## src/rtl/mrpt_pkg.sv

```systemverilog
// ----------------------------------------------------------------------------
// mrpt_pkg
// Shared types for the Miller-Rabin prime tester.
// ----------------------------------------------------------------------------
`default_nettype none
package mrpt_pkg;

    localparam int FIELD_W = 32;

    // Front-end classification of one item.
    typedef enum logic [1:0] {
        CLS_PASS = 2'd0,
        CLS_FAIL = 2'd1,
        CLS_SKIP = 2'd2,
        CLS_TEST = 2'd3
    } cls_t;

endpackage
`default_nettype wire

```

## src/rtl/mrpt_front.sv

```systemverilog
// ----------------------------------------------------------------------------
// mrpt_front
// Classifies items and pushes them into a two-entry queue for the back end.
// ----------------------------------------------------------------------------
`default_nettype none
module mrpt_front #(
    parameter int W = 32
) (
    input  wire logic                         clk,
    input  wire logic                         rst_n,
    input  wire logic                         in_valid,
    output logic                              in_ready,
    input  wire logic [mrpt_pkg::FIELD_W-1:0] in_cand,
    input  wire logic [mrpt_pkg::FIELD_W-1:0] in_wit,
    input  wire logic                         in_last,
    output logic                              q_valid,
    input  wire logic                         q_ready,
    output mrpt_pkg::cls_t                    q_cls,
    output logic [W-1:0]                      q_n,
    output logic [W-1:0]                      q_w,
    output logic                              q_last
);
    import mrpt_pkg::*;

    localparam int QW = 2 + 2 * W + 1;

    logic [W-1:0] n;
    logic [W-1:0] w;
    cls_t         cls;
    logic [QW-1:0] mem_reg [2];
    logic          wp_reg;
    logic          rp_reg;
    logic [1:0]    cnt_reg;
    logic          push;
    logic          pop;

    assign n = in_cand[W-1:0];
    assign w = in_wit[W-1:0];

    always_comb
    begin
        if (n <= W'(4))
            cls = (n == W'(2) || n == W'(3)) ? CLS_PASS : CLS_FAIL;
        else if (!n[0])
            cls = CLS_FAIL;
        else if (w < W'(2) || w > n - W'(2))
            cls = CLS_SKIP;
        else
            cls = CLS_TEST;
    end

    assign in_ready = (cnt_reg != 2'd2);
    assign push     = in_valid && in_ready;
    assign q_valid  = (cnt_reg != 2'd0);
    assign pop      = q_valid && q_ready;

    always_ff @(posedge clk)
    begin
        if (push)
            mem_reg[wp_reg] <= {cls, n, w, in_last};
    end

    always_ff @(posedge clk or negedge rst_n)
    begin
        if (!rst_n)
        begin
            wp_reg  <= 1'b0;
            rp_reg  <= 1'b0;
            cnt_reg <= 2'd0;
        end
        else
        begin
            if (push)
                wp_reg <= ~wp_reg;
            if (pop)
                rp_reg <= ~rp_reg;
            cnt_reg <= cnt_reg + {1'b0, push} - {1'b0, pop};
        end
    end

    assign q_cls  = cls_t'(mem_reg[rp_reg][QW-1 -: 2]);
    assign q_n    = mem_reg[rp_reg][2*W:W+1];
    assign q_w    = mem_reg[rp_reg][W:1];
    assign q_last = mem_reg[rp_reg][0];
endmodule
`default_nettype wire

```

## src/rtl/mrpt_mulmod.sv

```systemverilog
// ----------------------------------------------------------------------------
// mrpt_mulmod
// Iterative a*b mod m: a multiply state (S_MUL), then restoring reduction one bit
// per cycle over the 2W-bit product.
// ----------------------------------------------------------------------------
`default_nettype none
module mrpt_mulmod #(
    parameter int W = 32
) (
    input  wire logic         clk,
    input  wire logic         rst_n,
    input  wire logic         start,
    input  wire logic [W-1:0] a,
    input  wire logic [W-1:0] b,
    input  wire logic [W-1:0] m,
    output logic              done,
    output logic [W-1:0]      result
);
    localparam int CW = $clog2(2 * W + 1);

    typedef enum logic [1:0] { S_IDLE, S_MUL, S_RED } st_t;

    st_t             st_reg;
    logic [2*W-1:0]  prod_reg;
    logic [W-1:0]    m_reg;
    logic [W:0]      rem_reg;
    logic [CW-1:0]   cnt_reg;
    logic [W-1:0]    a_reg;
    logic [W-1:0]    b_reg;
    logic [W+1:0]    sh;
    logic [W+1:0]    diff;

    assign sh   = {rem_reg, prod_reg[2*W-1]};
    assign diff = sh - {2'b00, m_reg};

    always_ff @(posedge clk or negedge rst_n)
    begin
        if (!rst_n)
        begin
            st_reg <= S_IDLE;
            done   <= 1'b0;
        end
        else
        begin
            done <= 1'b0;
            case (st_reg)
                S_IDLE:
                begin
                    if (start)
                        st_reg <= S_MUL;
                end
                S_MUL:
                    st_reg <= S_RED;
                S_RED:
                begin
                    if (cnt_reg == CW'(1))
                    begin
                        st_reg <= S_IDLE;
                        done   <= 1'b1;
                    end
                end
                default:
                    st_reg <= S_IDLE;
            endcase
        end
    end

    always_ff @(posedge clk)
    begin
        case (st_reg)
            S_IDLE:
            begin
                a_reg <= a;
                b_reg <= b;
                m_reg <= m;
            end
            S_MUL:
            begin
                prod_reg <= a_reg * b_reg;
                rem_reg  <= '0;
                cnt_reg  <= CW'(2 * W);
            end
            S_RED:
            begin
                prod_reg <= {prod_reg[2*W-2:0], 1'b0};
                rem_reg  <= diff[W+1] ? sh[W:0] : diff[W:0];
                cnt_reg  <= cnt_reg - CW'(1);
            end
            default:
                cnt_reg <= cnt_reg;
        endcase
    end

    assign result = rem_reg[W-1:0];
endmodule
`default_nettype wire

```

## src/rtl/mrpt_back.sv

```systemverilog
// ----------------------------------------------------------------------------
// mrpt_back
// Runs one Miller-Rabin round per queued CLS_TEST item and holds the run verdict.
// ----------------------------------------------------------------------------
`default_nettype none
module mrpt_back #(
    parameter int W = 32
) (
    input  wire logic           clk,
    input  wire logic           rst_n,
    input  wire logic           q_valid,
    output logic                q_ready,
    input  mrpt_pkg::cls_t      q_cls,
    input  wire logic [W-1:0]   q_n,
    input  wire logic [W-1:0]   q_w,
    input  wire logic           q_last,
    output logic                out_valid,
    input  wire logic           out_ready,
    output logic                out_prime,
    output logic                out_skip
);
    import mrpt_pkg::*;

    localparam int RW = $clog2(W + 1);

    typedef enum logic [2:0] {
        S_IDLE, S_SPLIT, S_POW_SQ, S_POW_WAIT, S_SQR, S_SQR_WAIT, S_DONE
    } st_t;

    st_t          st_reg;
    logic [W-1:0] n_reg;
    logic [W-1:0] d_reg;
    logic [RW-1:0] r_reg;
    logic [W-1:0] acc_reg;
    logic [W-1:0] sq_reg;
    logic         phase_reg;
    logic         last_reg;
    logic         verdict_reg;
    logic         skipped_reg;
    logic         pass_reg;
    logic         skip_item_reg;
    logic         mm_start;
    logic [W-1:0] mm_a;
    logic [W-1:0] mm_b;
    logic         mm_done;
    logic [W-1:0] mm_res;
    logic [W-1:0] nm1;
    logic         emit;

    assign nm1     = n_reg - W'(1);
    assign q_ready = (st_reg == S_IDLE);
    assign emit    = (st_reg == S_DONE) && last_reg && (!out_valid || out_ready);

    mrpt_mulmod #(.W(W)) u_mm (
        .clk    (clk),
        .rst_n  (rst_n),
        .start  (mm_start),
        .a      (mm_a),
        .b      (mm_b),
        .m      (n_reg),
        .done   (mm_done),
        .result (mm_res)
    );

    always_comb
    begin
        mm_start = 1'b0;
        mm_a     = acc_reg;
        mm_b     = sq_reg;
        case (st_reg)
            S_POW_SQ:
            begin
                mm_start = 1'b1;
                if (phase_reg)
                    mm_a = sq_reg;
            end
            S_SQR:
            begin
                mm_start = 1'b1;
                mm_b     = acc_reg;
            end
            default:
                mm_start = 1'b0;
        endcase
    end

    always_ff @(posedge clk or negedge rst_n)
    begin
        if (!rst_n)
        begin
            st_reg      <= S_IDLE;
            verdict_reg <= 1'b1;
            skipped_reg <= 1'b0;
            out_valid   <= 1'b0;
        end
        else
        begin
            if (out_valid && out_ready && !emit)
                out_valid <= 1'b0;
            case (st_reg)
                S_IDLE:
                begin
                    if (q_valid)
                    begin
                        n_reg    <= q_n;
                        d_reg    <= q_n - W'(1);
                        r_reg    <= '0;
                        acc_reg  <= W'(1);
                        sq_reg   <= q_w;
                        phase_reg <= 1'b0;
                        last_reg <= q_last;
                        skip_item_reg <= (q_cls == CLS_SKIP);
                        pass_reg <= (q_cls != CLS_FAIL);
                        st_reg   <= (q_cls == CLS_TEST) ? S_SPLIT : S_DONE;
                    end
                end
                S_SPLIT:
                begin
                    if (!d_reg[0])
                    begin
                        d_reg <= d_reg >> 1;
                        r_reg <= r_reg + RW'(1);
                    end
                    else
                        st_reg <= S_POW_SQ;
                end
                S_POW_SQ:
                    st_reg <= S_POW_WAIT;
                S_POW_WAIT:
                begin
                    if (mm_done)
                    begin
                        if (!phase_reg)
                        begin
                            if (d_reg[0])
                                acc_reg <= mm_res;
                            phase_reg <= 1'b1;
                            st_reg    <= S_POW_SQ;
                        end
                        else
                        begin
                            sq_reg    <= mm_res;
                            d_reg     <= d_reg >> 1;
                            phase_reg <= 1'b0;
                            if (d_reg == W'(1))
                            begin
                                if (acc_reg == W'(1) || acc_reg == nm1)
                                begin
                                    pass_reg <= 1'b1;
                                    st_reg   <= S_DONE;
                                end
                                else if (r_reg <= RW'(1))
                                begin
                                    pass_reg <= 1'b0;
                                    st_reg   <= S_DONE;
                                end
                                else
                                begin
                                    r_reg  <= r_reg - RW'(1);
                                    st_reg <= S_SQR;
                                end
                            end
                            else
                                st_reg <= S_POW_SQ;
                        end
                    end
                end
                S_SQR:
                    st_reg <= S_SQR_WAIT;
                S_SQR_WAIT:
                begin
                    if (mm_done)
                    begin
                        acc_reg <= mm_res;
                        if (mm_res == W'(1))
                        begin
                            pass_reg <= 1'b0;
                            st_reg   <= S_DONE;
                        end
                        else if (mm_res == nm1)
                        begin
                            pass_reg <= 1'b1;
                            st_reg   <= S_DONE;
                        end
                        else if (r_reg == RW'(1))
                        begin
                            pass_reg <= 1'b0;
                            st_reg   <= S_DONE;
                        end
                        else
                        begin
                            r_reg  <= r_reg - RW'(1);
                            st_reg <= S_SQR;
                        end
                    end
                end
                S_DONE:
                begin
                    if (!last_reg)
                    begin
                        verdict_reg <= verdict_reg & pass_reg;
                        skipped_reg <= skipped_reg | skip_item_reg;
                        st_reg      <= S_IDLE;
                    end
                    else if (emit)
                    begin
                        out_valid   <= 1'b1;
                        out_prime   <= verdict_reg & pass_reg;
                        out_skip    <= skipped_reg | skip_item_reg;
                        verdict_reg <= 1'b1;
                        skipped_reg <= 1'b0;
                        st_reg      <= S_IDLE;
                    end
                end
                default:
                    st_reg <= S_IDLE;
            endcase
        end
    end
endmodule
`default_nettype wire

```

## src/rtl/miller_rabin_prime_tester.sv

```systemverilog
// ----------------------------------------------------------------------------
// miller_rabin_prime_tester
// Miller-Rabin primality rounds, one witness per item, verdict on last witness.
// ----------------------------------------------------------------------------
// Work: a tested witness needs up to about 2*NUM_WIDTH modular multiplies,
// all run one at a time in the shared bit-serial reducer.
// Flow: the back end holds one item at a time and takes the next only when idle.
// Reset: asynchronous, clears queue, control and run verdict.
`default_nettype none
module miller_rabin_prime_tester #(
    parameter int NUM_WIDTH = 32
) (
    input  wire logic                         clk,
    input  wire logic                         rst_n,
    input  wire logic                         in_valid,
    output logic                              in_ready,
    input  wire logic [mrpt_pkg::FIELD_W-1:0] candidate,
    input  wire logic [mrpt_pkg::FIELD_W-1:0] witness,
    input  wire logic                         last_witness,
    output logic                              out_valid,
    input  wire logic                         out_ready,
    output logic                              probably_prime,
    output logic                              witness_skipped
);
    import mrpt_pkg::*;

    logic                 q_valid;
    logic                 q_ready;
    cls_t                 q_cls;
    logic [NUM_WIDTH-1:0] q_n;
    logic [NUM_WIDTH-1:0] q_w;
    logic                 q_last;

    mrpt_front #(.W(NUM_WIDTH)) u_front (
        .clk      (clk),
        .rst_n    (rst_n),
        .in_valid (in_valid),
        .in_ready (in_ready),
        .in_cand  (candidate),
        .in_wit   (witness),
        .in_last  (last_witness),
        .q_valid  (q_valid),
        .q_ready  (q_ready),
        .q_cls    (q_cls),
        .q_n      (q_n),
        .q_w      (q_w),
        .q_last   (q_last)
    );

    mrpt_back #(.W(NUM_WIDTH)) u_back (
        .clk       (clk),
        .rst_n     (rst_n),
        .q_valid   (q_valid),
        .q_ready   (q_ready),
        .q_cls     (q_cls),
        .q_n       (q_n),
        .q_w       (q_w),
        .q_last    (q_last),
        .out_valid (out_valid),
        .out_ready (out_ready),
        .out_prime (probably_prime),
        .out_skip  (witness_skipped)
    );
endmodule
`default_nettype wire
```

## config.mk

```make
export PLATFORM = sky130hd
export DESIGN_NAME = miller_rabin_prime_tester
export DESIGN_NICKNAME = d
export VERILOG_FILES = /design/src/rtl/mrpt_pkg.sv /design/src/rtl/mrpt_front.sv /design/src/rtl/mrpt_mulmod.sv /design/src/rtl/mrpt_back.sv /design/src/rtl/miller_rabin_prime_tester.sv
export SDC_FILE = /design/constraint.sdc
export NUM_CORES = 2
export LEC_CHECK = 0
export BUFFER_PORTS_ARGS = -buffer_cell sky130_fd_sc_hd__clkbuf_2
export CORE_MARGIN = 3
export CORE_UTILIZATION = 57
export DETAILED_ROUTE_END_ITERATION = 8
export PLACE_DENSITY = 0.75
export SLEW_MARGIN = 20
export SYNTH_ARGS = -nofsm -noshare
export SYNTH_HDL_FRONTEND = slang
export SYNTH_SLANG_ARGS = --single-unit
```

## constraint.sdc

```tcl
create_clock -name clk -period 10.8 [get_ports clk]
set_input_delay 1.08 -clock clk [delete_from_list [all_inputs] [get_ports clk]]
set_output_delay 1.08 -clock clk [all_outputs]
set_load 0.01 [all_outputs]
```

### Word level (Yosys, flattened, before mapping)

Memory sizes are Yosys's and may differ from the RTL's.
Cells that the tools add are included.

* register bits after elaboration: 353
* RAM bits: 134
* bits of input ports: 69
* output and inout port bits: 4
* logic and storage cells: 204
* memories kept: 1

Memories
* u_front.mem_reg: depth 2, bits a word 67, read ports 1, clocked after Yosys merged registers in 0, wr ports 1, RTL line mrpt_front.sv:30 `logic [QW-1:0] mem_reg [2];`

* add/sub/neg operators: 9
* $mul: 1
* magnitude comparators: 4
* eq/ne operators: 41
* multiplexer cells: 84
* bitwise gates (word level): 4
* reductions and logical operators: 33

Operator list (number)
* $mux 32: 15
* $pmux 32 s3: 2
* $pmux 64 s2: 1
* $eq 32x1->1 const B: 3
* $mux 6: 11
* $pmux 33 s2: 1
* $eq 32x2->1 const B: 2
* $eq 32x32->1: 2
* $mul 32x32->64: 1
* $pmux 32 s2: 1
* $sub 32x1->32 const B: 2
* $mux 3: 12
* $sub 34x32->34: 1
* $mux 33: 1
* $gt 32x32->1: 1
* $le 32x3->1 const B: 1
* $lt 32x2->1 const B: 1
* $sub 32x2->32 const B: 1
* $mux 1: 28
* $ne 2x2->1 const B: 12
* $pmux 6 s4: 1
* $pmux 3 s7: 1
* $reduce_and 5->1: 3
* $ne 2x1->1 const B: 7
* other kinds (40): 65

### Logic depth before layout (Yosys ltp)

* word-level depth: 9
* mapped depth: 29
* depth with buffers taken out: 27

### Cells and area by module

Synthesis repeated with hierarchy kept, for this count alone.

* cells, all modules: 5841
* area total of the unflattened synthesis: 58886.5 sq um

Modules (own cells, without submodules)
* mrpt_mulmod: times used 1, cells an instance 4471, area an instance 42951.2 sq um, seq. area each 6080.8 sq um
* mrpt_back: times used 1, cells an instance 963, area an instance 9550.4 sq um, seq. area each 4355.4 sq um
* mrpt_front: times used 1, cells an instance 407, area an instance 6384.9 sq um, seq. area each 4124.0 sq um

### Least setup slack after synthesis

OpenSTA, ideal clock, no wires.

* kind: register to register
* from: register u_back.u_mm.b_reg[2]
* to: register u_back.u_mm.prod_reg[61] (data pin)
* library setup time: 0.260 ns
* data arrival time: 7.253 ns
* required time: 10.540 ns
* setup slack: 3.287 ns
* stages on the path, launching flop included: 26
* path buffers: 2
* period minus slack after synthesis: 7.513 ns
* cells stage by stage: edfxtp_1 clkbuf_1 and2_1 fa_1 inv_1 fa_1 fa_1 fa_1 inv_1 fa_1 fa_1 fa_1 fa_1 ha_1 clkbuf_1 nand4_1 nor3_1 a21oi_1 o311ai_0 o21ai_0 o31ai_1 a21oi_1 o21ai_1 a21oi_1 xnor2_1 mux2_2

* cells in the longest elaborated chain, start to end: 2

RTL lines
* from (decl): RTL line mrpt_mulmod.sv:29 `logic [W-1:0] b_reg;`
* from (signal assigned): RTL line mrpt_mulmod.sv:74 `b_reg <= b;`
* $mul 32x32->64: RTL line mrpt_mulmod.sv:79 `prod_reg <= a_reg * b_reg;`
* $pmux 64 s2: RTL line mrpt_mulmod.sv:70 `case (st_reg)`
* to (signal assigned): RTL line mrpt_mulmod.sv:79
* to (signal assigned): RTL line mrpt_mulmod.sv:85 `prod_reg <= {prod_reg[2*W-2:0], 1'b0};`
* to (decl): RTL line mrpt_mulmod.sv:24 `logic [2*W-1:0] prod_reg;`

No other way between the ends.
A chain may end at the register's enable or synchronous reset.

### Final worst setup path

* from: register u_back.u_mm.a_reg[14]
* to: register u_back.u_mm.prod_reg[61] (data pin)

* cells in the longest elaborated chain, start to end: 2

RTL lines
* from (decl): RTL line mrpt_mulmod.sv:28 `logic [W-1:0] a_reg;`
* from (signal assigned): RTL line mrpt_mulmod.sv:73 `a_reg <= a;`
* $mul 32x32->64: RTL line mrpt_mulmod.sv:79
* $pmux 64 s2: RTL line mrpt_mulmod.sv:70

No other way between the ends.

==> Implementation_results.wiki <==
{| class="wikitable"
! Metric !! Value
|-
| Run status || finished clean
|-
| Met3 Use GR || 0.0473
|-
| Final cycle utilization of the critical path || 0.840
|-
| Post-synth top flop || edfxtp_1
|-
| Fmax achieved || 110 MHz
|-
| DRC marker count from the first detailed-route iteration || 3496
|-
| Area share of the leading cell type in the synthesized netlist || 0.309
|-
| Placeable core region || 101000 um^2
|-
| Setup repair after global routing missed its margin || false
|-
| Overall die height || 325 um
|-
| Net count of the finished layout || 6950
|-
| Ys Warns || 0
|-
| Wire length of the first global-routing pass || 246000 um
|-
| Pin count of the biggest net entering global routing || 101
|-
| Finished layout cell area || 61600 um^2
|-
| Cell leakage power || 27.4 nW
|-
| Effective utilization at floorplan || 0.578
|-
| Number of buffers added by the clock tree synthesis step || 56
|-
| Number of H-tree levels || 2
|-
| Flops & latches, synth || 487
|-
| Peak fanout along the critical path || 17
|-
| Most area-consuming cells after synthesis || fa_1 31%, edfxtp_1 24%, ha_1 7.4%
|-
| Clk root buf || clkbuf_16
|-
| Kind of path behind the tightest hold check || in2async
|-
| Wirelength per Cell || 22.0 um
|-
| Clock period minus worst slack || 9.08 ns
|-
| Die area || 106000 um^2
|-
| Worst clock skew || 0.0388 ns
|-
| Final TNS setup || 0 ns
|-
| Critical path capture point type || register
|-
| Die X-Extent || 325 um
|-
| Mapped Area || 58100 um^2
|-
| Number of flip-flops in the largest register || 134
|-
| CP dominant cell by count || fa_1
|-
| Required time at the worst-slack endpoint || 11.19 ns
|-
| Vias in the first global route || 44400
|-
| Library cells used by synthesis || 84
|-
| Cell with the largest stage delay on the worst path || edfxtp_1
|-
| Startpoint type of the worst setup path || register
|-
| Vias per inst || 5.89
|-
| R2R depth || 27
|-
| Total Routed Length || 155000 um
|-
| Antenna violations before repair || 4
|-
| Total gr overflow || 0
|-
| Detailed-routing iteration count for the pre-antenna-repair pass || 5
|-
| GR Util All Layers || 0.297
|-
| Fraction of met1 tracks used by global routing || 0.383
|-
| Max-slew violation total from the final report || 0
|-
| Cell count after synthesis || 5734
|-
| Number of buffers added for setup after CTS || 0
|-
| Worst-skew pair later-pin latency || 0.68 ns
|-
| Maximum capacitance violations || 0
|-
| DR DRC count || 0
|-
| Number of sinks driven by the clock tree || 487
|-
| Number of hold-repair buffers added at the cts stage || 0
|-
| Pwr/cell area || 65.9 nW/um^2
|-
| Number of nets with antenna violations after detailed routing || 0
|-
| Max_slew headroom || 0.235
|-
| DP HPWL || 119000 um
|-
| IO Count || 73
|-
| Setup-violating endpoint count in the final report || 0
|-
| Maximum resistive drop on vdd || 0.137 mV
|-
| Vias || 41500
|-
| IO buf count || 72
|-
| Hold Vio Cnt, Final || 0
|-
| Grt met2 use || 0.491
|-
| Slowest Stage Delay on Critical Path || 0.88 ns
|-
| Fraction of registers with async set or reset after synthesis || 0.0267
|-
| Syn_nets || 7042
|-
| Least-Margin Pin Slew || 1.13 ns
|-
| Layout cell share with drive strength beyond 1 || 0.0679
|-
| Top Usage Layer GRT || met2
|-
| Number of enable flip-flop cells after synthesis || 474
|-
| Area Overhead vs Synth || 6.02%
|-
| Yosys top cell by area || fa_1
|-
| Clock transition at the register clock pins on the worst setup and hold paths after CTS || 0.06 ns
|-
| TritonCTS clock tree || yes
|-
| Fill cell count || 8218
|-
| Site Rows || 116
|-
| Post-synthesis sequential area ratio || 0.251
|-
| Type of the worst setup path || reg2reg
|-
| Post-CTS sizing || 0
|-
| Post-Syn Area per Cell || 10.1 um^2
|-
| Maximum buffer depth of the clock tree || 3
|-
| Instance area at placement || 59700 um^2
|-
| Final Wtd Congestion || 0.941
|-
| CP arrival || 9.47 ns
|}
metal layers:
metal  vias up  wire [um]
met5         -          0
met4         0       8870
met3       550      13000
met2      1931      73900
met1     20900      59100
li1      18100          -
synthesized netlist by cell type, types with 96 or more instances:
master,number
inv_1,928
clkbuf_1,283
mux2_2,96
a21oi_1,151
xnor2_1,142
fa_1,897
and2_1,598
o21ai_0,174
ha_1,342
nor2_1,169
nand2_1,683
edfxtp_1,474
area by class of cell:
class,instances,area (um^2),share of cell area
Multi-Input combinational cell,4011,39000,0.633
Sequential cell,487,14600,0.236
Inverter,929,3490,0.0566
Tap cell,1357,1700,0.0276
Clock buffer,62,1430,0.0233
Timing Repair Buffer,157,998,0.0162
Clock inverter,39,440,0.00715
Antenna cell,2,5.00,0.0000812
through the flow:
step | util | total power, W | worst slack, ns | hold slack [ns] | instances
2_1_floorplan | - | 0.00212 | 3.29 | 0.421 | 5734
3_3_place_gp | 0.594 | 0.00216 | 2.00 | 0.478 | 6941
3_5_place_dp | 0.594 | 0.00216 | 1.83 | 0.488 | 6941
4_1_cts | 0.612 | 0.00407 | 1.86 | 0.338 | 7042
5_1_grt | 0.613 | 0.00417 | 1.44 | 0.366 | 7044
6_report | 0.613 | 0.00406 | 1.72 | 0.353 | 7044
cells in the final DEF (no fill, tap or decap), types with 70 or more instances in the layout:
cell type	instances
xor2_1	83
xnor2_1	142
o21ai_0	174
nor3_1	70
clkbuf_2	72
ha_1	340
buf_4	85
nor2_1	165
mux2i_1	71
a21oi_1	148
edfxtp_1	474
nand2_1	683
inv_1	928
mux2_2	96
and2_1	598
fa_1	897
report_power, final:
part / internal [W] / total (W) / switching (W)
registers: 0.00205 / 0.00205 / 0.0000000000000000000221
logic: 0.0000268 / 0.0000689 / 0.0000421
clock network: 0.00111 / 0.00194 / 0.000832
kinds of logic (layout without fill, tap and decap cells):
kind of cell    after synthesis  after routing  share of synthesized area
flops                       487            487                      0.251
xor+xnor                    234            234                     0.0372
simple gates               1819           1819                      0.159
mux                         167            167                     0.0308
other cells                   0              2                          0
buf+inv                    1236           1187                     0.0805
compound gates              552            552                     0.0589
fa+ha+maj                  1239           1239                      0.383
worst paths after layout:
check / startpoint / slack (ns) / endpoint
hold / removal: rst_n / 0.35 / u_back.out_valid
setup reg to reg: u_back.u_mm.a_reg[14] / 1.72 / u_back.u_mm.prod_reg[61]
min in group clk: u_back.skipped_reg / 0.50 / u_back.skipped_reg
setup / recovery: u_back.u_mm.a_reg[14] / 1.72 / u_back.u_mm.prod_reg[61]
max in group asynchronous: rst_n / 10.09 / u_front.rp_reg
hold reg to reg: u_back.skipped_reg / 0.50 / u_back.skipped_reg
critical path, delay by kind of cell, from the launching register on:
kind            cells  cell delay (ns)
simple gates        3             0.70
xor+xnor            1             0.15
fa+ha+maj           9             4.18
flops               1             0.88
buf+inv             6             0.82
compound gates      7             1.81
mux                 1             0.26
No activity file was read; power rests on OpenSTA's default activity.
